==> src/rtl/sacfl_pkg.sv <==
// ----------------------------------------------------------------------------
// sacfl_pkg
// Shared constants and types for the set-associative cache tag block with
// FIFO or LRU replacement.
// ----------------------------------------------------------------------------
package sacfl_pkg;

    localparam int WAYS_DEF        = 4;
    localparam int SETS_DEF        = 256;
    localparam int OFFSET_BITS_DEF = 4;
    localparam int ADDR_BITS_DEF   = 20;

    localparam int STAMP_BITS = 32;
    localparam int COUNT_BITS = 32;

    localparam logic MODE_FIFO = 1'b0;
    localparam logic MODE_LRU  = 1'b1;

    typedef enum logic
    {
        ST_IDLE,
        ST_LOOKUP
    } state_t;

endpackage

==> src/rtl/sacfl_lookup.sv <==
// ----------------------------------------------------------------------------
// sacfl_lookup
// Tag compare, victim selection and row update for one set. Takes the row
// read from the tag memory and produces the hit flag, the chosen way, the
// eviction flag and the row to write back.
// ----------------------------------------------------------------------------
module sacfl_lookup
    import sacfl_pkg::*;
#(
    parameter int WAYS     = WAYS_DEF,
    parameter int TAG_BITS = 8,
    parameter int WAY_BITS = $clog2(WAYS_DEF)
)
(
    input  logic [WAYS*(1+TAG_BITS+STAMP_BITS)-1:0] rd_row,
    input  logic                                    row_init,
    input  logic [TAG_BITS-1:0]                     tag,
    input  logic                                    mode,
    input  logic [STAMP_BITS-1:0]                   now,
    output logic                                    hit,
    output logic [WAY_BITS-1:0]                     way,
    output logic                                    evict,
    output logic [WAYS*(1+TAG_BITS+STAMP_BITS)-1:0] wr_row
);

    localparam int ENTRY_BITS = 1 + TAG_BITS + STAMP_BITS;
    localparam int PAD        = 1 << WAY_BITS;

    logic                  vld   [WAYS];
    logic [TAG_BITS-1:0]   tg    [WAYS];
    logic [STAMP_BITS-1:0] st    [WAYS];
    logic [WAYS-1:0]       match;
    logic [WAY_BITS-1:0]   hit_idx;
    logic [WAY_BITS-1:0]   free_idx;
    logic                  any_free;
    logic [STAMP_BITS-1:0] node_st  [1:2*PAD-1];
    logic [WAY_BITS-1:0]   node_idx [1:2*PAD-1];

    always_comb
    begin
        for (int w = 0; w < WAYS; w++)
        begin
            vld[w]   = row_init & rd_row[w*ENTRY_BITS + ENTRY_BITS - 1];
            tg[w]    = rd_row[w*ENTRY_BITS + STAMP_BITS +: TAG_BITS];
            st[w]    = rd_row[w*ENTRY_BITS +: STAMP_BITS];
            match[w] = vld[w] && (tg[w] == tag);
        end

        hit_idx  = '0;
        free_idx = '0;
        any_free = 1'b0;
        for (int w = WAYS - 1; w >= 0; w--)
        begin
            if (match[w])
            begin
                hit_idx = WAY_BITS'(w);
            end
            if (!vld[w])
            begin
                free_idx = WAY_BITS'(w);
                any_free = 1'b1;
            end
        end
    end

    // The smallest stamp wins; on a tie the left (lower) way is kept.
    always_comb
    begin
        for (int i = 0; i < PAD; i++)
        begin
            node_idx[PAD + i] = WAY_BITS'(i);
            if (i < WAYS)
            begin
                node_st[PAD + i] = st[i];
            end
            else
            begin
                node_st[PAD + i] = '1;
            end
        end
        for (int n = PAD - 1; n >= 1; n--)
        begin
            if (node_st[2*n + 1] < node_st[2*n])
            begin
                node_st[n]  = node_st[2*n + 1];
                node_idx[n] = node_idx[2*n + 1];
            end
            else
            begin
                node_st[n]  = node_st[2*n];
                node_idx[n] = node_idx[2*n];
            end
        end
    end

    always_comb
    begin
        hit   = |match;
        evict = !hit && !any_free;
        if (hit)
        begin
            way = hit_idx;
        end
        else if (any_free)
        begin
            way = free_idx;
        end
        else
        begin
            way = node_idx[1];
        end

        for (int w = 0; w < WAYS; w++)
        begin
            if (WAY_BITS'(w) == way)
            begin
                if (hit)
                begin
                    if (mode == MODE_LRU)
                    begin
                        wr_row[w*ENTRY_BITS +: ENTRY_BITS] = {1'b1, tg[w], now};
                    end
                    else
                    begin
                        wr_row[w*ENTRY_BITS +: ENTRY_BITS] = {1'b1, tg[w], st[w]};
                    end
                end
                else
                begin
                    wr_row[w*ENTRY_BITS +: ENTRY_BITS] = {1'b1, tag, now};
                end
            end
            else
            begin
                wr_row[w*ENTRY_BITS +: ENTRY_BITS] = {vld[w], tg[w], st[w]};
            end
        end
    end

endmodule

==> config.mk <==
export PLATFORM = sky130hd
export DESIGN_NAME = sacfl_lookup
export DESIGN_NICKNAME = d
export VERILOG_FILES = /design/src/rtl/sacfl_pkg.sv /design/src/rtl/sacfl_lookup.sv
export SDC_FILE = /design/constraint.sdc
export NUM_CORES = 1
export LEC_CHECK = 0
export BUFFER_PORTS_ARGS = -buffer_cell sky130_fd_sc_hd__buf_2
export CAP_MARGIN = 10
export CORE_AREA = 2 2 144 146
export DETAILED_ROUTE_END_ITERATION = 10
export DIE_AREA = 0 0 146 148
export GPL_TIMING_DRIVEN = 1
export MAX_ROUTING_LAYER = met4
export PLACE_DENSITY_LB_ADDON = 0.05
export RECOVER_POWER = 50
export SLEW_MARGIN = 5
export SYNTH_ARGS = -nofsm -noshare
export SYNTH_HDL_FRONTEND = slang
export SYNTH_SLANG_ARGS = --single-unit
==> constraint.sdc <==
create_clock -name vclk -period 9.55
set_clock_uncertainty 0.2 [all_clocks]
set_input_delay 1.4325 -clock vclk [all_inputs]
set_output_delay 1.4325 -clock vclk [all_outputs]
set_load 0.005 [all_outputs]
==> run summary <==
Req. time, crit path = 7.92 ns
Iteration-0 DRC Markers = 170
Syn avg cell area = 7.63 um2
RSZ-0062 raised after global routing = false
Final non-filler cell total = 1347
PnR worst setup slack = 0.474 ns
Post-DP HPWL = 19500 um
Die Ht = 148 um
F_max = 110 MHz
Die width = 146 um
DR WL/cell = 16.7 um
Synth area leaders = ha_1 21%, mux2_2 20%, mux2_1 12%, a21oi_1 6.1%, o21ai_0 4.8%
Vias = 6513
Io pins = 374
Placed Area = 7680 um2
Post-route ant nets = 0
First-pass GRT wire length = 34100 um
Hold WC Path Type = input pin to output pin
# hold bufs at CTS = 0
Antenna cells = 0
Final net count = 1378
CP top delay family = compound AO/OA/AOI/OAI gates
Final Max Tran Viols = 0
Worst-margin pin slew = 0.788 ns
Status = finished, final reports clean
Leakage Power = 3.87 nW
WP data arrival = 7.44 ns
Routed wire length = 22500 um
Count of final hold-check violations = 0
CP max-delay cell = o31ai_1
Final Critical Period = 9.08 ns
Drc violations = 0
Largest net degree at the start of global routing = 28
Area fraction of the dominant cell type after synthesis = 0.210
Final instance area = 7640 um2
FF/Latch Area = 0 um2
Seq cells = 0
Syn Std Cell Area = 5550 um2
Vias in the first global route = 6389
Max-cap violation count = 0
Setup WS pre-CTS = 0.349 ns
Design Power = 0.449 mW
Maximum single-stage delay on the critical path = 0.63 ns
Final Cycle Share = 0.950
Initial antenna violation count = 0
Adder-cell area share of the yosys netlist = 0.210
PostCTS Resize Cnt = 0
DRT Pass-1 Iters = 4
Gp weighted congestion = 0.822
Max-slew headroom = 0.472
Power Density = 58.7 nW/um2
Area of the core = 20000 um2
CP Cell Sequence = buf_2, inv_1, ha_1, nand2_1, o21ai_0, a2111oi_0, o31ai_1, a41oi_2, nand2_1, o21ai_0, ha_1, or4_1, o2bb2ai_1, a21oi_1, nor3_1, nand3b_1, mux2i_2, a31o_2, o211ai_4, nor3_4, buf_6, mux2_2, buf_2
Port buffer count = 374
Compound-cell area share of the yosys netlist = 0.172
Vias per cell = 4.84
# clk buffers = 0
Commonest cells in the netlist = 100 x mux2_2, 93 x ha_1, 68 x a21oi_1
Synth Area in XOR/XNOR = 0.0505
Worst-path maximum fanout = 25
Library cells used by synthesis = 53
Full die area = 21600 um2
Worst Path Buf+Inv = 4
Post-synthesis sequential area ratio = 0
Max VDD drop = 0.0166 mV
Post-CTS Setup Bufs = 0
Post-synthesis mux area share = 0.329
Global Route Usage Sum = 0.199
Setup tns final = 0 ns
Synth warnings = 0
# placed instances = 1346
Largest family of logic cells by synthesized area = multiplexers
Type of origin of the critical path = input pin
Syn Nets = 1026
Setup Crit Path Kind = input pin to output pin
Element type at the critical path end = output pin
# setup viols final = 0
Synth area leader = ha_1
Share of cells above drive strength 1 = 0.434
Simple-Gate Fraction of Synth Area = 0.156
Area growth syn-to-layout = 37.7%
Initial core utilization = 0.277
GRT overflow = 0
Syn Inst Count = 727
Most common cell in the netlist = mux2_2
# rows = 52
## stage by stage
step                hold WS [ns]  utilization
floorplan                   2.78            -
global placement            2.96        0.383
detailed placement          2.96        0.383
CTS                         2.96        0.383
global route                2.98        0.381
finish                      2.96        0.381
## worst min-delay path, delay by kind of cell
kind	cells	cell delay [ns]
buffers and inverters	2	0.19
multiplexers	1	0.11
## cell type report
type	instances	area, um2
Timing Repair Buffer	387	1930
Fill cell	2259	12400
Inverter	65	244
Multi-Input combinational cell	625	5130
Tap cell	270	338
## layer usage
| layer | global-route usage | up-vias | share of wire |
|---|---|---|---|
| met5 | - | - | 0 |
| li1 | - | 3345 | - |
| met3 | 0.00957 | 6 | 0.053 |
| met2 | 0.355 | 237 | 0.48 |
| met4 | 0.00680 | 0 | 0.0036 |
| met1 | 0.263 | 2925 | 0.46 |
## cells by family (layout without fill, tap and decap cells)
family,Yosys count,count (layout)
AO/OA/AOI/OAI,159,160
XOR/XNOR,32,32
adder cells (fa/ha/maj),93,93
buffers and inverters,103,452
multiplexers,162,162
AND/OR/NAND/NOR,178,178
## placed cells by master, fill, tap and decap left out, types with 5 or more instances in the layout
cell type and count:
mux2_1 62, nor2_1 51, nand3_1 13, buf_4 9
xor2_1 10, o21ai_0 53, nand2_1 63, clkbuf_1 33
nor3_1 8, xnor2_1 22, and4_1 5, ha_1 93
mux2_2 98, nand4_1 13, buf_2 343, a21oi_1 67
inv_1 65, a211oi_1 5, a21o_1 5
## where the power goes
| part | leakage, nW | total, mW | switching [mW] | internal [mW] |
|---|---|---|---|---|
| clock network | 0 | 0 | 0 | 0 |
| registers | 0 | 0 | 0 | 0 |
| logic | 3.87 | 0.449 | 0.241 | 0.208 |
| total | 3.87 | 0.449 | 0.241 | 0.208 |
## path summary, 6_finish.rpt
check	startpoint	to	slack [ns]	cells past startpoint
worst max-delay path	rd_row[101]	wr_row[1]	0.47	23
worst min-delay path	rd_row[112]	wr_row[112]	2.96	3
Power figures use the tool's default switching activity.
